[config.mk]
export PLATFORM = sky130hd
export DESIGN_NAME = positional_ordered_list_top
export DESIGN_NICKNAME = d
export VERILOG_FILES = /design/src/rtl/pol_pkg.sv /design/src/rtl/positional_ordered_list_top.sv /design/src/rtl/pol_cell.sv /design/src/rtl/pol_ctrl.sv
export SDC_FILE = /design/constraint.sdc
export NUM_CORES = 1
export LEC_CHECK = 0
export BUFFER_PORTS_ARGS = -buffer_cell sky130_fd_sc_hd__buf_2
export CAP_MARGIN = 40
export CORE_ASPECT_RATIO = 2
export CORE_MARGIN = 4
export CORE_UTILIZATION = 42
export CTS_BUF_LIST = sky130_fd_sc_hd__clkbuf_4 sky130_fd_sc_hd__clkbuf_8 sky130_fd_sc_hd__clkbuf_16
export CTS_CLUSTER_SIZE = 40
export DETAILED_ROUTE_END_ITERATION = 10
export GPL_TIMING_DRIVEN = 0
export PLACE_DENSITY = 0.61
export SYNTH_ARGS = -nofsm -noshare
export SYNTH_HDL_FRONTEND = slang
export SYNTH_HIERARCHICAL = 1
export SYNTH_SLANG_ARGS = --single-unit
[constraint.sdc]
create_clock -name clk -period 5.9 [get_ports clk]
set_input_delay 0.59 -clock clk [delete_from_list [all_inputs] [get_ports clk]]
set_output_delay 0.59 -clock clk [all_outputs]
set_load 0.01 [all_outputs]
[src/rtl/pol_pkg.sv]
// ============================================================================
// pol_pkg: shared types and constants for the positional ordered list
// Holds the list geometry, the command and status codes, and the control
// structures passed from the controller to the storage cells and the output stage.
// ============================================================================
`default_nettype none

package pol_pkg;

  localparam int CAPACITY   = 16;
  localparam int DATA_WIDTH = 32;

  // Widths of the transaction fields.
  localparam int CMD_W    = 2;
  localparam int POS_W    = 5;
  localparam int VALUE_W  = 32;
  localparam int STATUS_W = 2;
  localparam int ECOUNT_W = 5;

  // The count must hold CAPACITY itself.
  localparam int CNT_W = $clog2(CAPACITY + 1);
  localparam int CMP_W = (CNT_W > POS_W) ? CNT_W : POS_W;

  typedef enum logic [CMD_W-1:0] {
    CMD_INSERT = 2'd0,
    CMD_READ   = 2'd1,
    CMD_REMOVE = 2'd2
  } cmd_t;

  typedef enum logic [STATUS_W-1:0] {
    ST_DONE  = 2'd0,
    ST_RANGE = 2'd1,
    ST_FULL  = 2'd2
  } status_t;

  // Shift command broadcast to every cell of the chain.
  typedef struct packed {
    logic                  ins;
    logic                  rem;
    logic [DATA_WIDTH-1:0] data;
  } pol_shift_t;

  // Outcome of one command as seen by the output stage.
  typedef struct packed {
    status_t          status;
    logic             rd_ok;
    logic [CNT_W-1:0] count_next;
  } pol_result_t;

endpackage

`default_nettype wire

[src/rtl/positional_ordered_list_top.sv]
// ============================================================================
// positional_ordered_list_top: insert, read and remove by list position
// The result transaction is registered: it appears in the cycle after its command is accepted.
// Throughput: one command per cycle while the result side does not stall.
// Reset clears the count and output valid; entries are left uncleared.
// ============================================================================
`default_nettype none

module positional_ordered_list_top (
  input  wire logic                         clk,
  input  wire logic                         rst,
  input  wire logic                         in_valid,
  output logic                              in_stall,
  input  wire logic [pol_pkg::CMD_W-1:0]    command,
  input  wire logic [pol_pkg::POS_W-1:0]    position,
  input  wire logic [pol_pkg::VALUE_W-1:0]  item_value,
  output logic                              out_valid,
  input  wire logic                         out_stall,
  output logic      [pol_pkg::STATUS_W-1:0] status,
  output logic      [pol_pkg::VALUE_W-1:0]  read_value,
  output logic      [pol_pkg::ECOUNT_W-1:0] entry_count
);

  logic                            accept;
  pol_pkg::pol_shift_t             shift;
  logic [pol_pkg::CAPACITY-1:0]    sel;
  logic [pol_pkg::CAPACITY-1:0]    ge;
  pol_pkg::pol_result_t            result;
  logic [pol_pkg::CNT_W-1:0]       count;
  logic [pol_pkg::DATA_WIDTH-1:0]  cell_data [pol_pkg::CAPACITY];
  logic [pol_pkg::DATA_WIDTH-1:0]  cell_tap  [pol_pkg::CAPACITY];
  logic [pol_pkg::DATA_WIDTH-1:0]  read_word;

  assign in_stall = out_valid && out_stall;
  assign accept   = in_valid && !in_stall;

  pol_ctrl u_ctrl (
    .clk        (clk),
    .rst        (rst),
    .accept     (accept),
    .command    (command),
    .position   (position),
    .item_value (item_value),
    .shift      (shift),
    .sel        (sel),
    .ge         (ge),
    .result     (result),
    .count      (count)
  );

  for (genvar g = 0; g < pol_pkg::CAPACITY; g++) begin : g_cell
    // The chain ends feed back their own word; the first cell never takes its left input.
    pol_cell u_cell (
      .clk        (clk),
      .shift      (shift),
      .sel        (sel[g]),
      .ge         (ge[g]),
      .left_data  (cell_data[(g == 0) ? 0 : g - 1]),
      .right_data (cell_data[(g == pol_pkg::CAPACITY - 1) ? g : g + 1]),
      .data       (cell_data[g]),
      .tap        (cell_tap[g])
    );
  end

  always_comb begin
    read_word = '0;
    for (int i = 0; i < pol_pkg::CAPACITY; i++) begin
      read_word = read_word | cell_tap[i];
    end
  end

  always_ff @(posedge clk) begin
    if (rst) begin
      out_valid <= 1'b0;
    end else if (accept) begin
      out_valid <= 1'b1;
    end else if (!out_stall) begin
      out_valid <= 1'b0;
    end
  end

  always_ff @(posedge clk) begin
    if (accept) begin
      status      <= result.status;
      read_value  <= result.rd_ok ? pol_pkg::VALUE_W'(read_word) : '0;
      entry_count <= pol_pkg::ECOUNT_W'(result.count_next);
    end
  end

  a_count_bound: assert property (@(posedge clk) disable iff (rst)
    count <= pol_pkg::CNT_W'(pol_pkg::CAPACITY))
    else $error("entry count exceeds capacity");

  a_accept_gives_result: assert property (@(posedge clk) disable iff (rst)
    accept |=> out_valid)
    else $error("accepted command produced no result");

  a_insert_grows: assert property (@(posedge clk) disable iff (rst)
    accept && command == pol_pkg::CMD_INSERT && result.status == pol_pkg::ST_DONE
    |=> count == $past(count) + pol_pkg::CNT_W'(1))
    else $error("successful insert did not grow the list by one");

  a_read_zero_on_fail: assert property (@(posedge clk) disable iff (rst)
    out_valid && status != pol_pkg::ST_DONE |-> read_value == '0)
    else $error("failed command returned nonzero read data");

endmodule

`default_nettype wire

[src/rtl/pol_cell.sv]
// ============================================================================
// pol_cell: one storage cell of the list chain
// Holds one entry. On insert a cell at or after the position takes its left
// neighbor (or the new word at the position); on remove it takes its right
// neighbor. It also offers its word when selected for a read.
// ============================================================================
`default_nettype none

module pol_cell (
  input  wire logic                           clk,
  input  wire pol_pkg::pol_shift_t            shift,
  input  wire logic                           sel,
  input  wire logic                           ge,
  input  wire logic [pol_pkg::DATA_WIDTH-1:0] left_data,
  input  wire logic [pol_pkg::DATA_WIDTH-1:0] right_data,
  output logic      [pol_pkg::DATA_WIDTH-1:0] data,
  output logic      [pol_pkg::DATA_WIDTH-1:0] tap
);

  always_ff @(posedge clk) begin
    if (shift.ins && ge) begin
      data <= sel ? shift.data : left_data;
    end else if (shift.rem && ge) begin
      data <= right_data;
    end
  end

  assign tap = sel ? data : '0;

endmodule

`default_nettype wire

[src/rtl/pol_ctrl.sv]
// ============================================================================
// pol_ctrl: command decode and entry count for the positional ordered list
// Checks the position against the count, decides the status, decodes the
// position into a select and an at-or-after mask for the cells, and keeps
// the entry count.
// ============================================================================
`default_nettype none

module pol_ctrl (
  input  wire logic                           clk,
  input  wire logic                           rst,
  input  wire logic                           accept,
  input  wire logic [pol_pkg::CMD_W-1:0]      command,
  input  wire logic [pol_pkg::POS_W-1:0]      position,
  input  wire logic [pol_pkg::VALUE_W-1:0]    item_value,
  output pol_pkg::pol_shift_t                 shift,
  output logic      [pol_pkg::CAPACITY-1:0]   sel,
  output logic      [pol_pkg::CAPACITY-1:0]   ge,
  output pol_pkg::pol_result_t                result,
  output logic      [pol_pkg::CNT_W-1:0]      count
);

  logic [pol_pkg::CNT_W-1:0] count_next;
  logic [pol_pkg::CMP_W-1:0] pos_c;
  logic [pol_pkg::CMP_W-1:0] cnt_c;
  logic                      in_range;
  logic                      ins_ok;
  logic                      rem_ok;
  logic                      full;

  assign pos_c    = pol_pkg::CMP_W'(position);
  assign cnt_c    = pol_pkg::CMP_W'(count);
  assign in_range = pos_c < cnt_c;
  assign full     = count >= pol_pkg::CNT_W'(pol_pkg::CAPACITY);

  always_comb begin
    result.status = pol_pkg::ST_RANGE;
    result.rd_ok  = 1'b0;
    ins_ok        = 1'b0;
    rem_ok        = 1'b0;
    case (pol_pkg::cmd_t'(command))
      pol_pkg::CMD_INSERT: begin
        // The past-the-end check takes priority over the full check.
        if (pos_c > cnt_c) begin
          result.status = pol_pkg::ST_RANGE;
        end else if (full) begin
          result.status = pol_pkg::ST_FULL;
        end else begin
          result.status = pol_pkg::ST_DONE;
          ins_ok        = 1'b1;
        end
      end
      pol_pkg::CMD_READ: begin
        if (in_range) begin
          result.status = pol_pkg::ST_DONE;
          result.rd_ok  = 1'b1;
        end
      end
      pol_pkg::CMD_REMOVE: begin
        if (in_range) begin
          result.status = pol_pkg::ST_DONE;
          rem_ok        = 1'b1;
        end
      end
      default: begin
        result.status = pol_pkg::ST_RANGE;
      end
    endcase

    count_next = count;
    if (ins_ok) begin
      count_next = count + pol_pkg::CNT_W'(1);
    end else if (rem_ok) begin
      count_next = count - pol_pkg::CNT_W'(1);
    end
    result.count_next = count_next;
  end

  assign shift.ins  = accept && ins_ok;
  assign shift.rem  = accept && rem_ok;
  assign shift.data = pol_pkg::DATA_WIDTH'(item_value);

  always_comb begin
    for (int i = 0; i < pol_pkg::CAPACITY; i++) begin
      sel[i] = pol_pkg::CMP_W'(i) == pos_c;
      ge[i]  = pol_pkg::CMP_W'(i) >= pos_c;
    end
  end

  always_ff @(posedge clk) begin
    if (rst) begin
      count <= '0;
    end else if (accept) begin
      count <= count_next;
    end
  end

endmodule

`default_nettype wire

==> flow_summary_export.csv, run 1 <==
group,metric,value,unit
run_status,outcome,"finished, final reports clean",
pwr,powerDensity,219,nW/um2
grt,track_usage,27.2,%
critical_path,crit_type,"flip-flop to flip-flop",
die,io_pins,84,
placed_design,place_hpwl,101,mm
detailed_routing,wl_met2,69.2,mm
timing,hold_viol,0,
cts,insertion_delay,0.65,ns
timing,max-slew-margin-rel,37.8,%
grt,grt_overflow,0,
timing,timing.fmax,221,MHz
pwr,p_leak,12.9,nW
layout,antenna-diode-count,0,
die,fp.dieW,217,um
yosys,synthFlopType,"edfxtp_1",
die,core,86700,um2
detailed_routing,dr_wl_met3,3.65,mm
timing,finClkSkew,0.0229,ns
layout,final_util,47.1,%
critical_path,critPathMaxFanout,17,
grt,grt_antenna_before_repair,3,
yosys,avgSynthCellArea,11.2,um2
cts,cts_buffers,54,
yosys,yosys_register_bits,557,
cts,cts_setup_buffers,0,
detailed_routing,drt_pre_antenna_iters,5,
cts,cts.clk_slew.worst_paths,0.07,ns
yosys,yosys_warnings,6,
critical_path,critPathLaunchType,"flip-flop",
layout,layout.area.seq,16700,um2
detailed_routing,met1Wirelength,41.8,mm
timing,rsz0062_at_grt,"false",
layout,fin_cells,4660,
die,die-area,92400,um2
cts,cts_hold_buf,0,
yosys,synth_cell_types,47,
layout,drive_gt1_share,27.8,%
pwr,vdd_drop_max,0.000227,V
grt,first_global_vias,29200,
yosys,synth-seq-area-share,45.5,%
detailed_routing,viasPerCell,5.83,
yosys,synthTopCellsByArea,"edfxtp_1 45%, mux2i_1 14%, a21oi_2 11%",
critical_path,reg2reg_slack,1.37,ns
yosys,ys_async_sr_fraction,0,%
placed_design,routabilityCongestion,0.899,
cts,clock_sinks,557,
die,num_rows,153,
detailed_routing,num_vias,27200,
timing,finalSetupTns,0,ns
cts,cts_buffer_depth,3,
critical_path,cp.arrival,4.87,ns
layout,multi_input_area,17400,um2
yosys,synth_fp_nets,3327,
timing,min_period,4.53,ns
yosys,synth_top_area_share,45.1,%
yosys,synth_edf_count,551,
grt,grt_pass1_wl,186,mm
grt,grt_start_max_net_pins,33,
cts,ctsResizeCount,0,
timing,slew_violations,0,
critical_path,end_kind,"flip-flop",
layout,nets,3505,
die,die_h,426,um
flow_run,drv_cap,0,
detailed_routing,wl_per_cell,27.7,um
hold_path,hold_class,"input port to flip-flop",
critical_path,cp.required,6.25,ns
timing,finalCritPeriodShare,76.7,%
yosys,syn_inst,3277,
placed_design,io_buffer_count,51,
detailed_routing,drt_iter0_markers,1802,
detailed_routing,wirelength,129,mm
timing,tightest_slew,0.934,ns
detailed_routing,antenna_left,0,
yosys,synth_top_cell_by_area,"edfxtp_1",
layout,area_delta_synth_final,11.5,%
timing,finalSetupViolCount,0,
placed_design,dp_cells,4559,
detailed_routing,drc,0,
cts,htreeDepth,2,
layout,fillCellCount,8281,
die,start_util,42.3,%
yosys,synth_area,36700,um2
cts,cts_tree,"yes",
cts,cts-root-buf,"clkbuf_16",
detailed_routing,top_layer,"met4",
## per-layer routing
layer	vias up	track usage (%)
met2	839	51.2
met5	-	0
met3	454	2.18
li1	12600	-
met4	0	24.5
met1	13300	25.8
## kinds of logic (layout without fill, tap and decap cells)
family / Yosys count / after routing / synth area share [%]
xor+xnor: 4 / 4 / 0.0956
mux: 516 / 516 / 14.1
buf+inv: 360 / 581 / 7.10
fa+ha+maj: 7 / 7 / 0.239
flops: 557 / 557 / 45.5
simple gates: 738 / 738 / 12.5
compound gates: 1095 / 1095 / 20.5
## power by group
part | switching [mW] | internal (mW) | leakage, nW
Clock | 1.67 | 2.10 | 0.905
Sequential | 0.0462 | 4.38 | 5.06
Combinational | 0.507 | 0.244 | 6.96
Total | 2.23 | 6.72 | 12.9
## path summary, 6_finish.rpt
path	from	endpoint	cells past startpoint
hold / removal	rst	out_valid	2
hold reg to reg	out_valid	out_valid	2
setup / recovery	u_ctrl/count[2]	g_cell[6].u_cell/data[10]	13
setup reg to reg	u_ctrl/count[2]	g_cell[6].u_cell/data[10]	13
## cell usage after synthesis, types with 2 or more instances
master      n
buf_2      64
o21a_1     18
a31oi_1     2
nand3_1     8
nor2b_1     2
inv_1       9
xnor2_1     4
nor4_1    132
a21oi_2   480
nor2_1     16
clkbuf_1  105
edfxtp_1  551
buf_4      48
a41oi_1    34
mux2i_1   513
mux2_1      3
a21oi_1   550
and2_4     16
nand2_1     6
nor3_1     15
dfxtp_1     6
nand2b_1    6
and2_1    516
or3_1       2
or2_2       6
ha_1        7
and3_1      6
nor3b_1     2
buf_6     132
## sequential cells by signal (all words and copies together), names as in the netlist
register            flops
entry_count             5
u_ctrl/count            5
out_valid               1
status                  2
read_value             32
g_cell.u_cell/data    512
## worst max-delay path: stages (launching register included)
cell	delay, ns
dfxtp_1	0.31
clkbuf_1	0.30
inv_1	0.15
ha_1	0.33
o211ai_2	0.21
a21oi_4	0.09
o21ai_2	0.27
buf_6	0.19
and2_1	0.62
buf_16	0.23
buf_6	0.15
clkbuf_1	0.34
o21a_1	0.76
buf_16	0.24
## through the flow
step | hold WS, ns | cell area [um2] | power (mW) | setup slack, ns
2_1_floorplan | 0.513 | 36700 | 4.96 | 0.607
6_report | 0.119 | 40900 | 8.94 | 1.37
3_5_place_dp | 0.508 | 39000 | 5.25 | 1.22
4_1_cts | 0.0901 | 40900 | 9.00 | 1.43
5_1_grt | 0.118 | 40900 | 9.18 | 1.11
3_3_place_gp | 0.483 | 38400 | 5.22 | -1.79
## final cells by class
cell class	count	share of cell area (%)
clock buffers	65	3.64
plain buffers	350	6.28
clock inverters	34	0.845
multi-input cells	2360	42.6
well taps	1162	3.56
inverters	10	0.0918
repair buffers	122	2.22
flip-flops and latches	557	40.8
## cell usage in the layout, fill, tap and decap left out, types with 57 or more instances in the layout
master / instances
mux2i_1: 513
and2_1: 516
buf_6: 132
buf_2: 150
nor4_1: 132
a21oi_1: 550
edfxtp_1: 551
clkbuf_16: 57
clkbuf_1: 105
a21oi_2: 480
(Power assumes the default switching activity.)
==> inputs of run 2 (changes only) <==
Settings changed: PLACE_DENSITY 0.61 to 0.63.
Clock period 5.9 ns to 3.6 ns, I/O delays scaled along.
==> run 2 against run 1 <==
Setup slack got worse by 1.3 ns. Critical path type unchanged. Wire length increased by 24%. Sequential power increased by 64%. Combinational power increased by 80%. Critical path depth decreased by 1. Final cell count decreased by 0.30%. First-iteration DRC count increased by 71%. Worst hold slack improved by 0.072 ns. Clock skew increased by 0.021 ns. Sequential share of layout area decreased by 0.14 points. Highest routed layer is now met5.
==> flow_summary_export.csv, run 2 (same netlist as run 1, synthesis figures left out) <==
group,metric,value,unit
layout,fillCellCount,8185,
critical_path,cp.required,3.97,ns
placed_design,place_hpwl,119,mm
layout,top_register,"g_cell.u_cell/data",
die,io_pins,84,
layout,layout_commonest_cell,"edfxtp_1",
layout,drive_gt1_share,28.4,%
grt,grt_start_max_net_pins,30,
cts,cts_buffers,54,
detailed_routing,num_vias,29400,
pwr,powerDensity,360,nW/um2
pwr,vdd_drop_max,0.000359,V
grt,track_usage,33.9,%
timing,finClkSkew,0.0435,ns
timing,rsz0062_at_grt,"false",
grt,grt_pass1_wl,224,mm
placed_design,io_buffer_count,51,
cts,cts_tree,"yes",
die,num_rows,153,
die,fp.dieW,217,um
placed_design,routabilityCongestion,0.992,
placed_design,place_area,38900,um2
timing,finalCritPeriodShare,98.8,%
timing,timing.fmax,281,MHz
layout,nets,3485,
cts,cts-root-buf,"clkbuf_16",
timing,hold_ws,0.191,ns
timing,finalSetupViolCount,0,
timing,tightest_slew,0.970,ns
pwr,p_leak,13.0,nW
hold_path,hp-start,"command[0]",
detailed_routing,antenna_left,0,
die,die_h,426,um
layout,final_util,47.3,%
timing,finalSetupTns,0,ns
cts,cts.clk_slew.worst_paths,0.07,ns
detailed_routing,dr_wl_met3,9.62,mm
timing,max-slew-margin-rel,34.7,%
grt,grt_antenna_before_repair,11,
grt,first_global_vias,30200,
flow_run,drv_cap,0,
critical_path,reg2reg_slack,0.04,ns
cts,cts_buffer_depth,3,
critical_path,critPathMaxFanout,15,
detailed_routing,drt_iter0_markers,3077,
layout,postLayoutCellArea,41000,um2
detailed_routing,top_layer,"met5",
layout,area_delta_synth_final,11.9,%
detailed_routing,viasPerCell,6.33,
critical_path,critPathLaunchType,"flip-flop",
cts,clock_sinks,557,
detailed_routing,wl_met2,80.7,mm
critical_path,crit_type,"flip-flop to flip-flop",
detailed_routing,wirelength,160,mm
critical_path,timing.rr.end,"g_cell[1].u_cell/data[0]",
critical_path,critPathLaunch,"u_ctrl/count[4]",
layout,final_cell_mix,"551 x edfxtp_1, 550 x a21oi_1, 515 x and2_1",
layout,reg_top3,"g_cell.u_cell/data x512, read_value x32",
timing,min_period,3.56,ns
critical_path,reg2reg_from,"u_ctrl/count[4]",
timing,hold_viol,0,
layout,fin_cells,4646,
layout,largest_reg_flops,512,
detailed_routing,drt_pre_antenna_iters,6,
die,start_util,42.3,%
critical_path,end_kind,"flip-flop",
detailed_routing,met1Wirelength,51.5,mm
run_status,outcome,"finished, final reports clean",
detailed_routing,wl_per_cell,34.5,um
cts,insertion_delay,0.68,ns
hold_path,hold_class,"input port to flip-flop",
die,core,86700,um2
timing,slew_violations,0,
hold_path,whs_path_depth,2,
hold_path,holdPathEnd,"status[0]",
critical_path,worst-r2r-cell-count,12,
die,die-area,92400,um2
critical_path,cp.arrival,3.92,ns
detailed_routing,drc,0,
placed_design,dp_cells,4520,
grt,grt_overflow,0,
cts,htreeDepth,2,
-- run 2: cell types whose count changed in the layout (fill, tap and decap cells not counted), moves of 7 or more --
| cell | change |
|---|---|
| clkbuf_1 | -24 |
| o21a_1 | -7 |
| buf_4 | +7 |
| clkbuf_2 | +24 |
| buf_12 | +17 |
| clkdlybuf4s15_2 | -14 |
| o21a_2 | -7 |
| buf_2 | -26 |
| o21a_4 | +14 |
-- run 2: final cells by class --
type                       instances  area (um2)  share of cell area, %
antenna                            6        15.0                 0.0366
buffer                           347        2580                   6.30
clock buffer                      64        1430                   3.49
clock inverter                    35         363                  0.885
inverter                          10        37.5                 0.0915
multi-input combinational       2360       17500                   42.7
sequential                       557       16700                   40.6
tap                             1162        1450                   3.54
timing repair buffer             105         945                   2.30
-- run 2: power breakdown --
part           switching [mW]  internal (mW)
registers              0.0843           7.17
clock network            2.81           3.34
logic                   0.949          0.402
-- run 2: worst max path at each step --
stage                                       to  depth (start not counted)  slack (ns)
floorplan             g_cell[0].u_cell/data[0]                          7        0.04
global placement      g_cell[2].u_cell/data[6]                          8       -1.88
detailed placement    g_cell[2].u_cell/data[6]                         13       -0.96
CTS                  g_cell[2].u_cell/data[16]                         12        0.02
global route        g_cell[12].u_cell/data[18]                         12       0.004
finish                g_cell[1].u_cell/data[0]                         12        0.04
-- run 2: worst max-delay path, cell delays in order (launching register included) --
cell	delay, ns
dfxtp_2	0.39
inv_1	0.06
ha_1	0.33
a21o_2	0.30
nand2b_1	0.17
o21ai_2	0.24
buf_6	0.19
and2_2	0.30
buf_8	0.23
buf_6	0.22
clkbuf_2	0.33
o21a_4	0.24
buf_16	0.18
-- run 2: per-stage QoR --
stage / total power, mW / setup slack, ns
after floorplan: 8.13 / 0.0395
after global placement: 8.64 / -1.88
after detailed placement: 8.67 / -0.958
after CTS: 14.8 / 0.0175
after global routing: 15.1 / 0.00419
final: 14.8 / 0.0436
-- run 2: what timing repair did --
item / in CTS / in global routing
hold buffers: 2 / 0
setup buffers: 12 / 0
endpoints found under the setup margin: 805 / 501
pin swaps: 7 / 0
endpoints found under the hold margin: 1 / 0
gates resized for setup: 33 / 17
-- run 2: routing by layer --
layer / vias to the layer above / global-route usage (%)
met5: - / 0
met4: 4 / 30.7
met3: 643 / 5.39
met2: 1675 / 59.9
met1: 14600 / 33.8
li1: 12500 / -
